**src/hdl/swrr_pkg.sv**
```systemverilog
// Package for the smooth weighted round-robin path selector.
// Table sizes, payload structs, FSM state type and register map.
// No dependencies.
package swrr_pkg;

	localparam int MAX_PATHS = 8;
	localparam int IDX_W = (MAX_PATHS > 1) ? $clog2(MAX_PATHS) : 1;
	localparam int CNT_W = $clog2(MAX_PATHS + 1);
	localparam int WGT_W = 32;
	localparam int TOTAL_W = 24;
	localparam int THR_W = 4;
	localparam logic [THR_W-1:0] THR_RESET = 4'd3;
	localparam logic REG_TIMEOUT_THR = 1'b0;

	typedef struct packed {
		logic [7:0]  path_id;
		logic [15:0] weight;
		logic        path_active;
		logic        path_frozen;
		logic        socket_error;
		logic [3:0]  timeout_count;
		logic        can_send;
		logic [31:0] smoothed_rtt;
		logic        control_packet;
		logic        reinject;
		logic [7:0]  packet_path_id;
		logic        last_path;
	} item_t;

	typedef struct packed {
		logic       selected_valid;
		logic [7:0] selected_path_id;
		logic       send_blocked;
	} result_t;

	typedef enum logic [2:0] {
		ST_IDLE,
		ST_LOOK,
		ST_UPD,
		ST_CRD,
		ST_CWR,
		ST_EMIT
	} state_t;

endpackage

```
**src/hdl/swrr_ram.sv**
```systemverilog
// Generic single-write, single-read RAM with registered read data.
// No dependencies.
module swrr_ram #(
	parameter int WIDTH = 32,
	parameter int DEPTH = 8
) (
	input  logic                     clk,
	input  logic                     we,
	input  logic [$clog2(DEPTH)-1:0] waddr,
	input  logic [WIDTH-1:0]         wdata,
	input  logic [$clog2(DEPTH)-1:0] raddr,
	output logic [WIDTH-1:0]         rdata
);

	logic [WIDTH-1:0] mem [DEPTH];

	always_ff @(posedge clk) begin
		if (we) begin
			mem[waddr] <= wdata;
		end
		rdata <= mem[raddr];
	end

endmodule

```
**src/hdl/smooth_weighted_round_robin_path_select.sv**
```systemverilog
// Smooth weighted round-robin path selector, top level.
// An item is captured, then looked up in the table with a weight RAM read, then accrued and
// written back. A data pass end then compacts the table through the weight RAM, reading each
// slot and writing the kept ones back in turn, then emits; a control pass end goes straight to emit.
// Emit waits while the previous result is not taken. A new item is accepted only when idle.
// Reset: threshold 3, table empty, pass scratch cleared; no RAM clearing pass.
// Depends on swrr_pkg and swrr_ram.
module smooth_weighted_round_robin_path_select (
	input  logic                  clk,
	input  logic                  arst_n,
	input  logic                  item_valid,
	output logic                  item_ready,
	input  swrr_pkg::item_t       item,
	output logic                  result_valid,
	input  logic                  result_ready,
	output swrr_pkg::result_t     result,
	input  logic                  psel,
	input  logic                  penable,
	input  logic                  pwrite,
	input  logic [2:0]            paddr,
	input  logic [31:0]           pwdata,
	output logic [31:0]           prdata,
	output logic                  pready
);

	localparam int N = swrr_pkg::MAX_PATHS;
	localparam int IW = swrr_pkg::IDX_W;
	localparam int CW = swrr_pkg::CNT_W;
	localparam int WW = swrr_pkg::WGT_W;
	localparam int TW = swrr_pkg::TOTAL_W;

	swrr_pkg::state_t state_q, state_d;
	swrr_pkg::item_t  item_q;
	logic [swrr_pkg::THR_W-1:0] thr_q;

	logic [7:0]    pid_q [N];
	logic [N-1:0]  seen_q;
	logic [CW-1:0] count_q;
	logic [TW-1:0] total_q;
	logic [IW-1:0] best_slot_q;
	logic [7:0]    best_path_q;
	logic          best_found_q;
	logic [31:0]   best_rtt_q;
	logic [WW-1:0] best_weight_q;
	logic          best_in_table_q;
	logic          any_usable_q;
	logic          any_sendable_q;

	logic [IW-1:0] idx_q;
	logic          do_upd_q;
	logic          new_q;
	logic [CW-1:0] scan_q;
	logic [CW-1:0] kept_q;

	logic          result_valid_q;
	swrr_pkg::result_t result_q;

	logic          ram_we;
	logic [IW-1:0] ram_waddr;
	logic [WW-1:0] ram_wdata;
	logic [IW-1:0] ram_raddr;
	logic [WW-1:0] ram_rdata;

	// lookup
	logic          usable;
	logic          hit;
	logic [IW-1:0] hit_idx;
	logic          full;
	logic [15:0]   w_eff;

	// accrue
	logic [WW-1:0] cur_w;
	logic [WW:0]   acc_sum;
	logic [WW-1:0] new_w;
	logic [TW:0]   tot_sum;
	logic [TW-1:0] new_total;
	logic          take_data;

	// compaction
	logic [WW:0]   sub_sum;
	logic [WW-1:0] sub_w;
	logic [IW-1:0] scan_idx;
	logic [IW-1:0] kept_idx;

	logic cfg_wr;

	assign pready = 1'b1;
	assign cfg_wr = psel && penable && pwrite && (paddr[2] == swrr_pkg::REG_TIMEOUT_THR);
	assign prdata = (paddr[2] == swrr_pkg::REG_TIMEOUT_THR) ?
		{{(32-swrr_pkg::THR_W){1'b0}}, thr_q} : 32'd0;

	always_ff @(posedge clk or negedge arst_n) begin
		if (!arst_n) begin
			thr_q <= swrr_pkg::THR_RESET;
		end else if (cfg_wr) begin
			thr_q <= pwdata[swrr_pkg::THR_W-1:0];
		end
	end

	assign item_ready = (state_q == swrr_pkg::ST_IDLE);
	assign result_valid = result_valid_q;
	assign result = result_q;
	assign w_eff = (item_q.weight == 16'd0) ? 16'd1 : item_q.weight;
	assign scan_idx = scan_q[IW-1:0];
	assign kept_idx = kept_q[IW-1:0];

	always_comb begin
		usable = item_q.path_active && !item_q.path_frozen && !item_q.socket_error &&
			(item_q.timeout_count < thr_q) &&
			!(item_q.reinject && (item_q.path_id == item_q.packet_path_id));
		hit = 1'b0;
		hit_idx = '0;
		for (int i = 0; i < N; i++) begin
			if (!hit && (CW'(i) < count_q) && (pid_q[i] == item_q.path_id)) begin
				hit = 1'b1;
				hit_idx = IW'(i);
			end
		end
		full = (count_q == CW'(N));
	end

	always_comb begin
		cur_w = new_q ? '0 : ram_rdata;
		acc_sum = {cur_w[WW-1], cur_w} + {{(WW-15){1'b0}}, w_eff};
		if (acc_sum[WW:WW-1] == 2'b01) begin
			new_w = {1'b0, {(WW-1){1'b1}}};
		end else begin
			new_w = acc_sum[WW-1:0];
		end
		tot_sum = {1'b0, total_q} + {{(TW-15){1'b0}}, w_eff};
		new_total = tot_sum[TW] ? {TW{1'b1}} : tot_sum[TW-1:0];
		take_data = !best_found_q || !best_in_table_q ||
			((idx_q != best_slot_q) && ($signed(new_w) > $signed(best_weight_q)));
		sub_sum = {best_weight_q[WW-1], best_weight_q} - {{(WW-TW+1){1'b0}}, total_q};
		if (sub_sum[WW:WW-1] == 2'b10) begin
			sub_w = {1'b1, {(WW-1){1'b0}}};
		end else begin
			sub_w = sub_sum[WW-1:0];
		end
	end

	always_comb begin
		state_d = state_q;
		ram_we = 1'b0;
		ram_waddr = idx_q;
		ram_wdata = new_w;
		ram_raddr = hit ? hit_idx : count_q[IW-1:0];
		unique case (state_q)
			swrr_pkg::ST_IDLE: begin
				if (item_valid) begin
					state_d = swrr_pkg::ST_LOOK;
				end
			end
			swrr_pkg::ST_LOOK: begin
				state_d = swrr_pkg::ST_UPD;
			end
			swrr_pkg::ST_UPD: begin
				ram_we = do_upd_q;
				if (!item_q.last_path) begin
					state_d = swrr_pkg::ST_IDLE;
				end else if (item_q.control_packet) begin
					state_d = swrr_pkg::ST_EMIT;
				end else begin
					state_d = swrr_pkg::ST_CRD;
				end
			end
			swrr_pkg::ST_CRD: begin
				ram_raddr = scan_idx;
				state_d = (scan_q == count_q) ? swrr_pkg::ST_EMIT : swrr_pkg::ST_CWR;
			end
			swrr_pkg::ST_CWR: begin
				ram_we = seen_q[scan_idx];
				ram_waddr = kept_idx;
				ram_wdata = (best_found_q && best_in_table_q && (scan_idx == best_slot_q)) ?
					sub_w : ram_rdata;
				state_d = swrr_pkg::ST_CRD;
			end
			swrr_pkg::ST_EMIT: begin
				if (!result_valid_q || result_ready) begin
					state_d = swrr_pkg::ST_IDLE;
				end
			end
			default: state_d = swrr_pkg::ST_IDLE;
		endcase
	end

	always_ff @(posedge clk or negedge arst_n) begin
		if (!arst_n) begin
			state_q <= swrr_pkg::ST_IDLE;
		end else begin
			state_q <= state_d;
		end
	end

	swrr_ram #(
		.WIDTH(WW),
		.DEPTH(N)
	) u_weight_ram (
		.clk   (clk),
		.we    (ram_we),
		.waddr (ram_waddr),
		.wdata (ram_wdata),
		.raddr (ram_raddr),
		.rdata (ram_rdata)
	);

	always_ff @(posedge clk) begin
		if (item_valid && item_ready) begin
			item_q <= item;
		end
		if (state_q == swrr_pkg::ST_LOOK) begin
			idx_q <= hit ? hit_idx : count_q[IW-1:0];
			new_q <= !hit;
			if (usable && !item_q.control_packet && !hit && !full) begin
				pid_q[count_q[IW-1:0]] <= item_q.path_id;
			end
		end
		if ((state_q == swrr_pkg::ST_CWR) && seen_q[scan_idx]) begin
			pid_q[kept_idx] <= pid_q[scan_idx];
		end
	end

	always_ff @(posedge clk or negedge arst_n) begin
		if (!arst_n) begin
			seen_q <= '0;
			count_q <= '0;
			total_q <= '0;
			best_slot_q <= '0;
			best_path_q <= '0;
			best_found_q <= 1'b0;
			best_rtt_q <= '1;
			best_weight_q <= '0;
			best_in_table_q <= 1'b0;
			any_usable_q <= 1'b0;
			any_sendable_q <= 1'b0;
			do_upd_q <= 1'b0;
			scan_q <= '0;
			kept_q <= '0;
			result_valid_q <= 1'b0;
			result_q <= '0;
		end else begin
			if (result_valid_q && result_ready && (state_q != swrr_pkg::ST_EMIT)) begin
				result_valid_q <= 1'b0;
			end
			unique case (state_q)
				swrr_pkg::ST_LOOK: begin
					do_upd_q <= usable && !item_q.control_packet && (hit || !full);
					if (usable) begin
						any_usable_q <= 1'b1;
						if (item_q.control_packet) begin
							if (item_q.can_send) begin
								any_sendable_q <= 1'b1;
								if (!best_found_q || (item_q.smoothed_rtt < best_rtt_q)) begin
									best_rtt_q <= item_q.smoothed_rtt;
									best_path_q <= item_q.path_id;
									best_found_q <= 1'b1;
									best_in_table_q <= 1'b0;
								end
							end
						end else if (!hit && !full) begin
							count_q <= count_q + CW'(1);
						end
					end
				end
				swrr_pkg::ST_UPD: begin
					scan_q <= '0;
					kept_q <= '0;
					if (do_upd_q) begin
						seen_q[idx_q] <= 1'b1;
						total_q <= new_total;
						if (best_in_table_q && (idx_q == best_slot_q)) begin
							best_weight_q <= new_w;
						end
						if (item_q.can_send) begin
							any_sendable_q <= 1'b1;
							if (take_data) begin
								best_slot_q <= idx_q;
								best_path_q <= item_q.path_id;
								best_found_q <= 1'b1;
								best_in_table_q <= 1'b1;
								best_weight_q <= new_w;
							end
						end
					end
				end
				swrr_pkg::ST_CRD: begin
					if (scan_q == count_q) begin
						count_q <= kept_q;
					end
				end
				swrr_pkg::ST_CWR: begin
					scan_q <= scan_q + CW'(1);
					if (seen_q[scan_idx]) begin
						kept_q <= kept_q + CW'(1);
					end
				end
				swrr_pkg::ST_EMIT: begin
					if (!result_valid_q || result_ready) begin
						result_valid_q <= 1'b1;
						result_q.selected_valid <= best_found_q;
						result_q.selected_path_id <= best_found_q ? best_path_q : 8'd0;
						result_q.send_blocked <= any_usable_q && !any_sendable_q;
						seen_q <= '0;
						total_q <= '0;
						best_slot_q <= '0;
						best_path_q <= '0;
						best_found_q <= 1'b0;
						best_rtt_q <= '1;
						best_in_table_q <= 1'b0;
						any_usable_q <= 1'b0;
						any_sendable_q <= 1'b0;
					end
				end
				default: begin
				end
			endcase
		end
	end

endmodule

```
**config.mk**
```make
export PLATFORM = sky130hd
export DESIGN_NAME = smooth_weighted_round_robin_path_select
export DESIGN_NICKNAME = d
export VERILOG_FILES = /design/src/hdl/swrr_pkg.sv /design/src/hdl/swrr_ram.sv /design/src/hdl/smooth_weighted_round_robin_path_select.sv
export SDC_FILE = /design/constraint.sdc
export NUM_CORES = 1
export LEC_CHECK = 0
export BUFFER_PORTS_ARGS = -buffer_cell sky130_fd_sc_hd__buf_2
export CORE_MARGIN = 2
export CORE_UTILIZATION = 59
export DETAILED_ROUTE_END_ITERATION = 12
export GPL_TIMING_DRIVEN = 0
export PLACE_DENSITY = 0.87
export SLEW_MARGIN = 20
export SYNTH_ARGS = -nofsm -noshare
export SYNTH_HDL_FRONTEND = slang
export SYNTH_SLANG_ARGS = --single-unit
```
**constraint.sdc**
```tcl
create_clock -name clk -period 8.2 [get_ports clk]
set_input_delay 1.23 -clock clk [delete_from_list [all_inputs] [get_ports clk]]
set_output_delay 1.23 -clock clk [all_outputs]
set_load 0.03 [all_outputs]
```
---- After elaboration in Yosys (flattened, before gate mapping) ----
Memory sizes are Yosys's and may differ from the RTL's. A register that Yosys moved wholly into a read port is not among the register bits.
Index checks and enable logic that the tools add are counted.
operators by class
  $add $sub $neg .......................... 6
  multiplexer cells ....................... 107
  bitwise gates (word level) .............. 2
  $lt $le $gt $ge ......................... 14
  eq/ne operators ......................... 35
  reduce and logical (&&, ||, !) cells .... 79
operator list
  cell                                                        count
  2-to-1 mux 32 bit                                           13
  2-to-1 mux 8 bit                                            11
  equality test 8 bit                                         9
  2-to-1 mux 24 bit                                           3
  case mux 32 bit (2 select lines)                            1
  2-to-1 mux 3 bit                                            16
  case mux 24 bit (2 select lines)                            1
  2-to-1 mux 1 bit                                            40
  logical AND 1 bit                                           38
  adder 32 x 17 -> 33 bit                                     1
  subtractor 32 x 25 -> 33 bit                                1
  greater-than comparator 32 bit                              1
  less-than comparator 32 bit                                 1
  adder 24 x 16 -> 25 bit                                     1
  2-to-1 mux 4 bit                                            6
  case mux 4 bit (2 select lines)                             3
  case mux 8 bit (3 select lines)                             1
  != test 2 bit (second input constant)                       11
  case mux 3 bit (6 select lines)                             1
  zero test 1 bit                                             17
  zero test 16 bit                                            1
  less-than comparator 3 x 4 -> 1 bit (first input constant)  4
  2-to-1 mux 16 bit                                           1
  case mux 8 bit (2 select lines)                             1
  other kinds (35)                                            60
storage, ports and cells
  bits in writable memories ............... 320
  input bits .............................. 117
  memories kept ........................... 2
  word-level logic and storage cells ...... 279
  register bits after elaboration ......... 221
memories
  name              words  bits a word  read ports  clocked after memory_dff  write ports  RTL line                                       source
  u_weight_ram.mem  8      32           1           1                         1            swrr_ram.sv:15                                 logic [WIDTH-1:0] mem [DEPTH];
  pid_q             8      8            9           0                         1            smooth_weighted_round_robin_path_select.sv:36  logic [7:0] pid_q [N];

---- Depth between registers and ports, before layout ----
Gate-level depths: netlist (run 1).
An unclocked memory read counts as a cell.
  word-level depth ........................ 39
  gate-level depth with buffers ........... 26
  depth with buffers taken out ............ 23

---- Hierarchy ----
A second synthesis (run 1) with hierarchy kept.
second synthesis, totals
  cell total of the unflattened synthesis .. 2,316
  area, all modules ....................... 29,146.7 um^2
modules (own cells, without submodules)
  module                                   area an instance (um^2)  sequential area each (um^2)  cells each  instances
  smooth_weighted_round_robin_path_select  18,680.4                 7,890.1                      1,901       1
  swrr_ram                                 10,466.3                 8,328.0                      415         1

---- Worst setup path before layout (run 1) ----
OpenSTA, ideal clock, no wires.
  path type ............................... reg2reg
  start point ............................. register new_q
  end point ............................... register best_weight_q[23]
  cell stages (with the launch flop) ...... 26
  setup time .............................. 125 ps
  arrival ................................. 6,123 ps
  clock period less this slack ............ 6,248 ps
  data required time ...................... 8,075 ps
  setup slack ............................. 1,952 ps
  cells stage by stage .................... edfxtp_1 clkbuf_1 buf_1 clkbuf_1 nor2b_1 ha_1 or2_2 maj3_1 o2111ai_1 o21ai_1 a221oi_4 o211ai_1 a21o_1 buf_2 o21ai_1 ha_1 and3_1 and3_1 a211o_1 o21ai_0 o211ai_1 o21ai_0 nand3_1 o21ai_1 clkbuf_1 mux2_2
between the ends
  word-level cells in the longest chain between the ends .. 9
RTL lines
  item                            RTL line                                        source
  start: declaration              smooth_weighted_round_robin_path_select.sv:51   logic new_q;
  start signal: assignment        smooth_weighted_round_robin_path_select.sv:213  new_q <= !hit;
  2-to-1 mux 32 bit (*)           smooth_weighted_round_robin_path_select.sv:123  cur_w = new_q ? '0 : ram_rdata;
  adder 32 x 17 -> 33 bit (*)     smooth_weighted_round_robin_path_select.sv:124  acc_sum = {cur_w[WW-1], cur_w} + {{(WW-15){1'b0}}, w_eff};
  equality test 2 x 1 -> 1 bit    smooth_weighted_round_robin_path_select.sv:125  if (acc_sum[WW:WW-1] == 2'b01) begin
  2-to-1 mux 32 bit (*)           smooth_weighted_round_robin_path_select.sv:125
  greater-than comparator 32 bit  smooth_weighted_round_robin_path_select.sv:133  ((idx_q != best_slot_q) && ($signed(new_w) > $signed(best_weight_q)));
  logical AND 1 bit               smooth_weighted_round_robin_path_select.sv:133
  logical OR 1 bit                smooth_weighted_round_robin_path_select.sv:132  take_data = !best_found_q || !best_in_table_q ||
  2-to-1 mux 32 bit               smooth_weighted_round_robin_path_select.sv:276  if (take_data) begin
  2-to-1 mux 32 bit (*)           smooth_weighted_round_robin_path_select.sv:274  if (item_q.can_send) begin
  end signal: assignment          smooth_weighted_round_robin_path_select.sv:272  best_weight_q <= new_w;
  end signal: assignment          smooth_weighted_round_robin_path_select.sv:281  best_weight_q <= new_w;
  end: declaration                smooth_weighted_round_robin_path_select.sv:44   logic [WW-1:0] best_weight_q;
Every way passes the cells marked *; elsewhere a longest branch is shown, timed or not.
A chain may end at the register's enable or synchronous reset.

---- Worst setup path in the final report (run 1) ----
  start point ............................. register new_q
  end point ............................... register best_weight_q[30]
The elaborated chain is that of the path after synthesis.

==> summary.txt, run 1 <==
Status
  • Status: finished clean

GRT
  • GRT Util Overall: between 30% and 40%
  • Total congestion overflow: 0
  • First-pass GRT wire length: around 120 mm
  • Initial antenna violation count: 0
  • Vias in the first global route: between 20000 and 25000
  • Largest net degree at the start of global routing: between 80 and 90

Pwr
  • VDD IR-drop max: about 0.00026 V
  • Total power: around 12 mW
  • Static leakage: around 13 nW
  • PwrDens: about 360 nW/µm²
  • Comb pwr share: 43.8%
  • Int Pwr: around 7.3 mW
  • Sw Share: 38.91%
  • Part of the power in registers: 34.6%
  • Sw Pwr: between 4 and 5 mW
  • Share of power burned in the clock network: 21.6%

Logic synthesis
  • Post-synth EDFFs: around 400
  • Yosys Warn Count: 0
  • Synth Flop Type: edfxtp_1
  • Mapped Cells: 2491
  • #FFs+latches synth: ~570
  • Register area share after synthesis: ~55%
  • Post-synth ARST share: between 20% and 30%
  • Mean area per synthesized cell: between 10 and 15 µm²
  • Netlist cell types: 92
  • Cell Area, Synth: 29410 µm²

Routing
  • Initial DRT Pass Iterations: 9
  • Routed via count: between 20000 and 25000
  • Total wire length: around 76 mm
  • Wire per inst: roughly 22 µm
  • Iter 0 DRT Violations: ~2400
  • Post-DR vias/cell: 6.302
  • # DRC: 0
  • ANT nets after route: 0

Layout
  • Commonest non-fill, non-tap cells in the layout: edfxtp_1 (399), o21ai_0 (169), nor2_1 (140)
  • Layout cells sized above 1: 16.12%
  • Non-Filler Instances: 3400
  • P&R area growth vs syn: 12.31%
  • Net count, final: about 2900
  • Most common cell after layout, fill and taps aside: edfxtp_1
  • Antenna Cells: 0
  • Fill count: ~3500

Critical path
  • CP Launch Type: flip-flop
  • CP required: 8.70 ns
  • FF-to-FF path depth: 25
  • Crit-path max FO: 10
  • CP Capture Point: best_weight_q[30]$_DFFE_PN0P_
  • Crit end category: flip-flop
  • RR Startpoint: new_q$_DFFE_PP_
  • Critical Path Slowest Stage Cell: a221oi_4
  • WP depth: 25
  • CP dominant cell by count: buf_2
  • R2r endpoint: best_weight_q[30]$_DFFE_PN0P_
  • R2R Setup Slk: 0.11 ns
  • Crit path from: new_q$_DFFE_PP_
  • Worst path bufs/invs: 5
  • Critical path arrival: 8.60 ns
  • Crit Path Category: flip-flop to flip-flop
  • CP peak stage delay: about 0.55 ns
  • Top cell family by delay on the critical path: compound AO/OA/AOI/OAI gates

Timing
  • Fmax: ~120 MHz
  • Clk_skew: 0.03544 ns
  • Measured slew at the worst slew-check pin: ~1.2 ns
  • Max-slew headroom: between 20% and 30%
  • Period utilization: between 90% and 100%
  • Final count of negative-setup-slack endpoints: 0
  • Tmin final: between 8 and 9 ns
  • RSZ-0062 raised after global routing: true
  • Final hold vios: 0
  • Hold slack: approximately 0.47 ns
  • Final slew viol count: 0

Clock network
  • CTS Hold Buffers Added: 0
  • CTS max path bufs: 3
  • Clk_lat worst skew: between 0.6 and 0.7 ns
  • Num CTS Buffers: 56
  • CTS tree: built
  • Clk sink count: between 500 and 600
  • H-tree depth: 2
  • Root Buffer Master: clkbuf_16
  • Worst-path clk slew: about 0.06 ns

Job
  • Max-Cap Viols: 0

Floorplan
  • Core Region: between 40000 and 50000 µm²
  • DIE HEIGHT: 227.3 µm
  • Rows: approximately 80
  • I/O pins: between 150 and 200
  • Full die area: 51650 µm²
  • Die X: 227.3 µm
  • Initial core utilization: around three fifths

Min path
  • Worst hold path startpoint: result[2]$_DFFE_PN0P_
  • Worst hold path class: flip-flop to flip-flop

Placement
  • GP Congestion: 0.9378
  • PortBufs: 102
  • Cell count after placement: approximately 3300
  • HPWL after detailed placement: 55.06 mm
## worst register-to-register path, delay by kind of cell, from the launching register on
kind                       cells  cell delay, ns
AOI/OAI and AO/OA              7            2.52
buffers and inverters          5            1.76
adders and majority gates      3            1.07
muxes                          1            0.39
and+or+nand+nor                9            1.85
DFF                            1            0.40
## logic make-up after synthesis
kind of cell,count (synthesis),synth area share (%)
compound gates,566,12.91
xor+xnor,150,4.467
fa+ha+maj,123,5.284
buf+inv,284,4.510
flops,573,55.15
mux,176,6.961
other cells,2,0.02554
simple gates,617,10.70
## per-stage QoR
step | util, % | cell area, µm² | worst slack (ns) | TNS [ns]
floorplan | - | 29510 | 1.952 | 0
global placement | 62.89 | 30850 | -0.5843 | -14.14
detailed placement | 63.55 | 31170 | -0.7258 | -20.45
CTS | 67.30 | 33010 | 0.02622 | 0
global route | 67.33 | 33030 | -0.04200 | -0.4044
finish | 67.33 | 33030 | 0.1066 | 0
## metal layers
layer	track usage [%]	vias to the layer above	part of all wire, %
li1	-	9613	-
met1	38.77	10478	39
met2	50.92	1093	49
met3	4.066	242	7.5
met4	14.17	0	4.7
met5	0	-	0
## what timing repair did
action | in CTS | in global routing
buffers inserted | 0 | 1
pin swaps | 0 | 1
gates resized for setup | 6 | 3
setup endpoints to repair | 42 | 45
## cells in the mapped netlist, types with 12 or more instances
library cell | instances | area share [%]
edfxtp_1 | 399 | 41
o21ai_0 | 170 | 2.9
nor2_1 | 148 | 1.9
inv_1 | 119 | 1.5
ha_1 | 117 | 5.0
nand2_1 | 116 | 1.5
a21oi_1 | 115 | 2.0
mux2i_1 | 110 | 3.7
dfrtp_1 | 108 | 9.2
xnor2_1 | 100 | 3.0
clkbuf_1 | 83 | 1.1
nor3_1 | 79 | 1.3
xor2_1 | 50 | 1.5
and3_1 | 48 | 1.0
mux2_2 | 47 | 1.8
nor2b_1 | 43 | 0.91
nand3_1 | 41 | 0.70
or3_1 | 41 | 0.87
o22ai_1 | 40 | 0.85
buf_4 | 38 | 0.97
dfstp_2 | 34 | 3.0
dfxtp_1 | 32 | 2.2
a31oi_1 | 31 | 0.66
buf_2 | 31 | 0.53
a221oi_2 | 30 | 1.5
a21o_1 | 27 | 0.69
a2bb2oi_1 | 19 | 0.57
o211ai_1 | 19 | 0.49
mux4_2 | 18 | 1.4
nand2b_1 | 18 | 0.38
nand4_1 | 18 | 0.38
a221oi_1 | 17 | 0.51
o21a_1 | 14 | 0.36
nor4_1 | 12 | 0.26
## cell type report
cell class                      instances  area, µm²  share of cell area [%]
Multi-Input combinational cell       1661      12040                   36.46
Timing Repair Buffer                  113      773.2                   2.341
Buffer                                164      883.3                   2.675
Inverter                              120      450.4                   1.364
Sequential cell                       573      16220                   49.10
Clock buffer                           90       1627                   4.925
Tap cell                              664      830.8                   2.515
Clock inverter                         15      203.9                  0.6175
## worst min path at each step
stage                               endpoint  cells past startpoint  slack, ns
floorplan           any_usable_q$_DFFE_PN0P_                      2       0.45
global placement       result[9]$_DFFE_PN0P_                      2       0.46
detailed placement     result[2]$_DFFE_PN0P_                      2       0.46
CTS                    result[2]$_DFFE_PN0P_                      2       0.47
global route           result[2]$_DFFE_PN0P_                      2       0.49
finish                 result[2]$_DFFE_PN0P_                      2       0.47
## state kept, by name (all words and copies together) (netlist names), 8 cells and up
signal and count:
best_path_q 8, best_rtt_q 32, best_weight_q 32, item_q 75, pid_q 64, result 10
seen_q 8, total_q 24, u_weight_ram.mem 256, u_weight_ram.rdata 32
## power groups by stage
| stage | clock network, mW | registers, mW | logic, mW |
|---|---|---|---|
| global placement | 0 | 4.16 | 4.87 |
| detailed placement | 0 | 4.17 | 5.08 |
| finish | 2.58 | 4.13 | 5.22 |
| global route | 2.70 | 4.17 | 5.65 |
| floorplan | 0 | 4.11 | 3.68 |
| CTS | 2.60 | 4.12 | 5.14 |
(Power assumes the default switching activity.)
==> run 2, diff against run 1 <==
--- a/config.mk
+++ b/config.mk
@@ -7,7 +7,7 @@
 export LEC_CHECK = 0
 export BUFFER_PORTS_ARGS = -buffer_cell sky130_fd_sc_hd__buf_2
 export CORE_MARGIN = 2
-export CORE_UTILIZATION = 59
+export CORE_UTILIZATION = 56
 export DETAILED_ROUTE_END_ITERATION = 12
 export GPL_TIMING_DRIVEN = 0
 export PLACE_DENSITY = 0.87
==> constraint.sdc (replaced) <==
create_clock -name clk -period 6.8 [get_ports clk]
set_input_delay 1.02 -clock clk [delete_from_list [all_inputs] [get_ports clk]]
set_output_delay 1.02 -clock clk [all_outputs]
set_load 0.03 [all_outputs]
==> summary.txt, run 2 (synthesized netlist as in run 1, its figures left out) <==
Routing
  • Routed via count: 21591 (+0.77%)
  • Routed met3 length: 5.637 mm (-2.0%)
  • Met2 routed WL: 38.21 mm (+2.3%)
  • Post-DR vias/cell: 6.300 (about the same)
  • Top routing layer in use: met4
  • Wire per inst: 22.50 µm (+0.40%)
  • # DRC: 0 (unchanged)
  • Initial DRT Pass Iterations: 6 (-3)
  • DRT met1 WL: 30.30 mm (+2.7%)
  • Iter 0 DRT Violations: 2297 (-5.9%)
  • ANT nets after route: 0 (unchanged)
  • Total wire length: 77.10 mm (+1.2%)

Critical path
  • CP dominant cell by count: buf_4
  • CP Launch Type: flip-flop
  • RR Startpoint: new_q$_DFFE_PP_
  • R2R Setup Slk: 0.16 ns (+0.06 ns)
  • Critical Path Slowest Stage Cell: edfxtp_1
  • Top cell family by delay on the critical path: compound AO/OA/AOI/OAI gates
  • CP required: 7.28 ns (-1.42 ns)
  • FF-to-FF path depth: 25 (unchanged)
  • Crit end category: flip-flop
  • Critical path arrival: 7.12 ns (-1.48 ns)
  • Crit Path Category: flip-flop to flip-flop
  • Worst path bufs/invs: 5 (unchanged)
  • Crit-path max FO: 10 (unchanged)
  • R2r endpoint: best_weight_q[26]$_DFFE_PN0P_
  • CP peak stage delay: 0.48 ns (-0.07 ns)

GRT
  • GRT Util Overall: 28.22% (-1.9 points)
  • Initial antenna violation count: 0 (unchanged)
  • Total congestion overflow: 0 (unchanged)
  • First-pass GRT wire length: 119.0 mm (-0.20%)
  • Vias in the first global route: 21804 (+0.73%)
  • Largest net degree at the start of global routing: 78 (-4.9%)

Layout
  • Fill count: 3700 (+4.6%)
  • P&R area growth vs syn: 13.19%
  • Net count, final: 2936 (+0.34%)
  • Max FFs per register: 256 (unchanged)
  • Cell area after layout: 33290 µm² (+0.78%)
  • Layout cells sized above 1: 17.18% (+1.1 points)
  • Antenna Cells: 0 (unchanged)
  • Commonest non-fill, non-tap cells in the layout: edfxtp_1 (399), o21ai_0 (164), nor2_1 (140)
  • Reg with most FFs: u_weight_ram.mem
  • Most common cell after layout, fill and taps aside: edfxtp_1
  • Largest regs: u_weight_ram.mem (256), item_q (75), pid_q (64)

Pwr
  • Int Pwr: 8.803 mW (+21%)
  • Sw Share: 39.21% (+0.29 points)
  • Total power: 14.48 mW (+21%)
  • Static leakage: 13.00 nW (+0.88%)
  • PwrDens: 435.0 nW/µm² (+20%)
  • Share of power burned in the clock network: 21.5% (about the same)
  • VDD IR-drop max: 0.0003277 V (+28%)
  • Comb pwr share: 44.0% (+0.2 points)
  • Sw Pwr: 5.677 mW (+22%)
  • Part of the power in registers: 34.4% (-0.2 points)

Clock network
  • CTS tree: built
  • Num CTS Buffers: 56 (unchanged)
  • Clk sink count: 573 (unchanged)
  • CTS Hold Buffers Added: 0 (unchanged)
  • H-tree depth: 2 (unchanged)
  • Root Buffer Master: clkbuf_16
  • Clk_lat worst skew: 0.64 ns (about the same)
  • CTS max path bufs: 3 (unchanged)
  • Worst-path clk slew: 0.06 ns (about the same)

Placement
  • Pre-CTS WS: -1.932 ns (-1.207 ns)
  • Post-Place Cell Area: 31180 µm² (about the same)
  • GP Congestion: 0.9557 (+1.9%)
  • PortBufs: 102 (unchanged)
  • HPWL after detailed placement: 54.86 mm (-0.37%)

Min path
  • Worst hold path class: input port to asynchronous set/reset pin

Floorplan
  • DIE HEIGHT: 233.2 µm (+2.6%)
  • Initial core utilization: 56.98% (-3.0 points)
  • Core Region: 51610 µm² (+5.2%)
  • Die X: 233.2 µm (+2.6%)
  • Full die area: 54360 µm² (+5.3%)
  • Rows: 83 (+2.5%)
  • I/O pins: 162 (unchanged)

Timing
  • Max-slew headroom: 25.65% (+3.3 points)
  • Setup TNS: 0 ns (unchanged)
  • Clk_skew: 0.04975 ns (+0.01431 ns)
  • Final hold vios: 0 (unchanged)
  • Fmax: 150.6 MHz (+22%)
  • Final count of negative-setup-slack endpoints: 0 (unchanged)
  • RSZ-0062 raised after global routing: false
  • Tmin final: 6.638 ns (-1.455 ns)
  • Final worst slack: 0.1620 ns (+0.05544 ns)
  • Measured slew at the worst slew-check pin: 1.110 ns (-0.04879 ns)
  • Period utilization: 97.62% (-1.1 points)
  • Final slew viol count: 0 (unchanged)

Status
  • Status: finished clean

Job
  • Max-Cap Viols: 0 (unchanged)
==> run 2: layout make-up <==
| cell class | instances | area, µm² | area share [%] |
|---|---|---|---|
| Clock buffer | 78 | 1569 | 4.714 |
| Inverter | 120 | 450.4 | 1.353 |
| Sequential cell | 573 | 16220 | 48.72 |
| Clock inverter | 28 | 276.5 | 0.8307 |
| Timing Repair Buffer | 125 | 860.8 | 2.586 |
| Buffer | 162 | 922.1 | 2.770 |
| Multi-Input combinational cell | 1661 | 12140 | 36.47 |
| Tap cell | 680 | 850.8 | 2.556 |
==> run 2: metrics by stage <==
step           cells  utilization [%]  hold WS, ns
2_1_floorplan   2518                -       0.4472
3_3_place_gp    3300            59.81       0.4620
3_5_place_dp    3310            60.41       0.4573
4_1_cts         3421            64.23       0.3293
5_1_grt         3427            64.49       0.3707
6_report        3427            64.49       0.3261
==> run 2: power by group through the flow <==
stage | Clock (mW) | Combinational [mW] | Sequential, mW
3_5_place_dp | 0 | 6.13 | 5.03
2_1_floorplan | 0 | 4.43 | 4.95
3_3_place_gp | 0 | 5.88 | 5.02
4_1_cts | 3.14 | 6.23 | 4.97
5_1_grt | 3.28 | 6.88 | 5.03
6_report | 3.12 | 6.37 | 4.99
==> run 2: routing by layer <==
metal	vias up	GRT usage (%)
met1	10613	35.80
met4	0	11.25
met3	220	4.309
met5	-	0
li1	9652	-
met2	1106	48.54
==> run 2: repair_timing <==
item | 4_1_cts | 5_1_grt
setup buffers | 7 | 6
cloned | 0 | 0
endpoints found under the setup margin | 45 | 45
gates resized for setup | 23 | 27
pin swaps | 4 | 8
==> run 2: worst max path at each step <==
stage / startpoint / to / slack (ns) / depth (start not counted)
after global routing: item_q[54]$_DFFE_PP_ / best_weight_q[27]$_DFFE_PN0P_ / 0.03 / 26
after CTS: new_q$_DFFE_PP_ / best_weight_q[11]$_DFFE_PN0P_ / 0.03 / 25
after floorplan: new_q$_DFFE_PP_ / best_weight_q[23]$_DFFE_PN0P_ / 0.55 / 25
final: new_q$_DFFE_PP_ / best_weight_q[26]$_DFFE_PN0P_ / 0.16 / 25
after global placement: new_q$_DFFE_PP_ / best_weight_q[26]$_DFFE_PN0P_ / -1.82 / 25
after detailed placement: new_q$_DFFE_PP_ / best_weight_q[26]$_DFFE_PN0P_ / -1.93 / 25
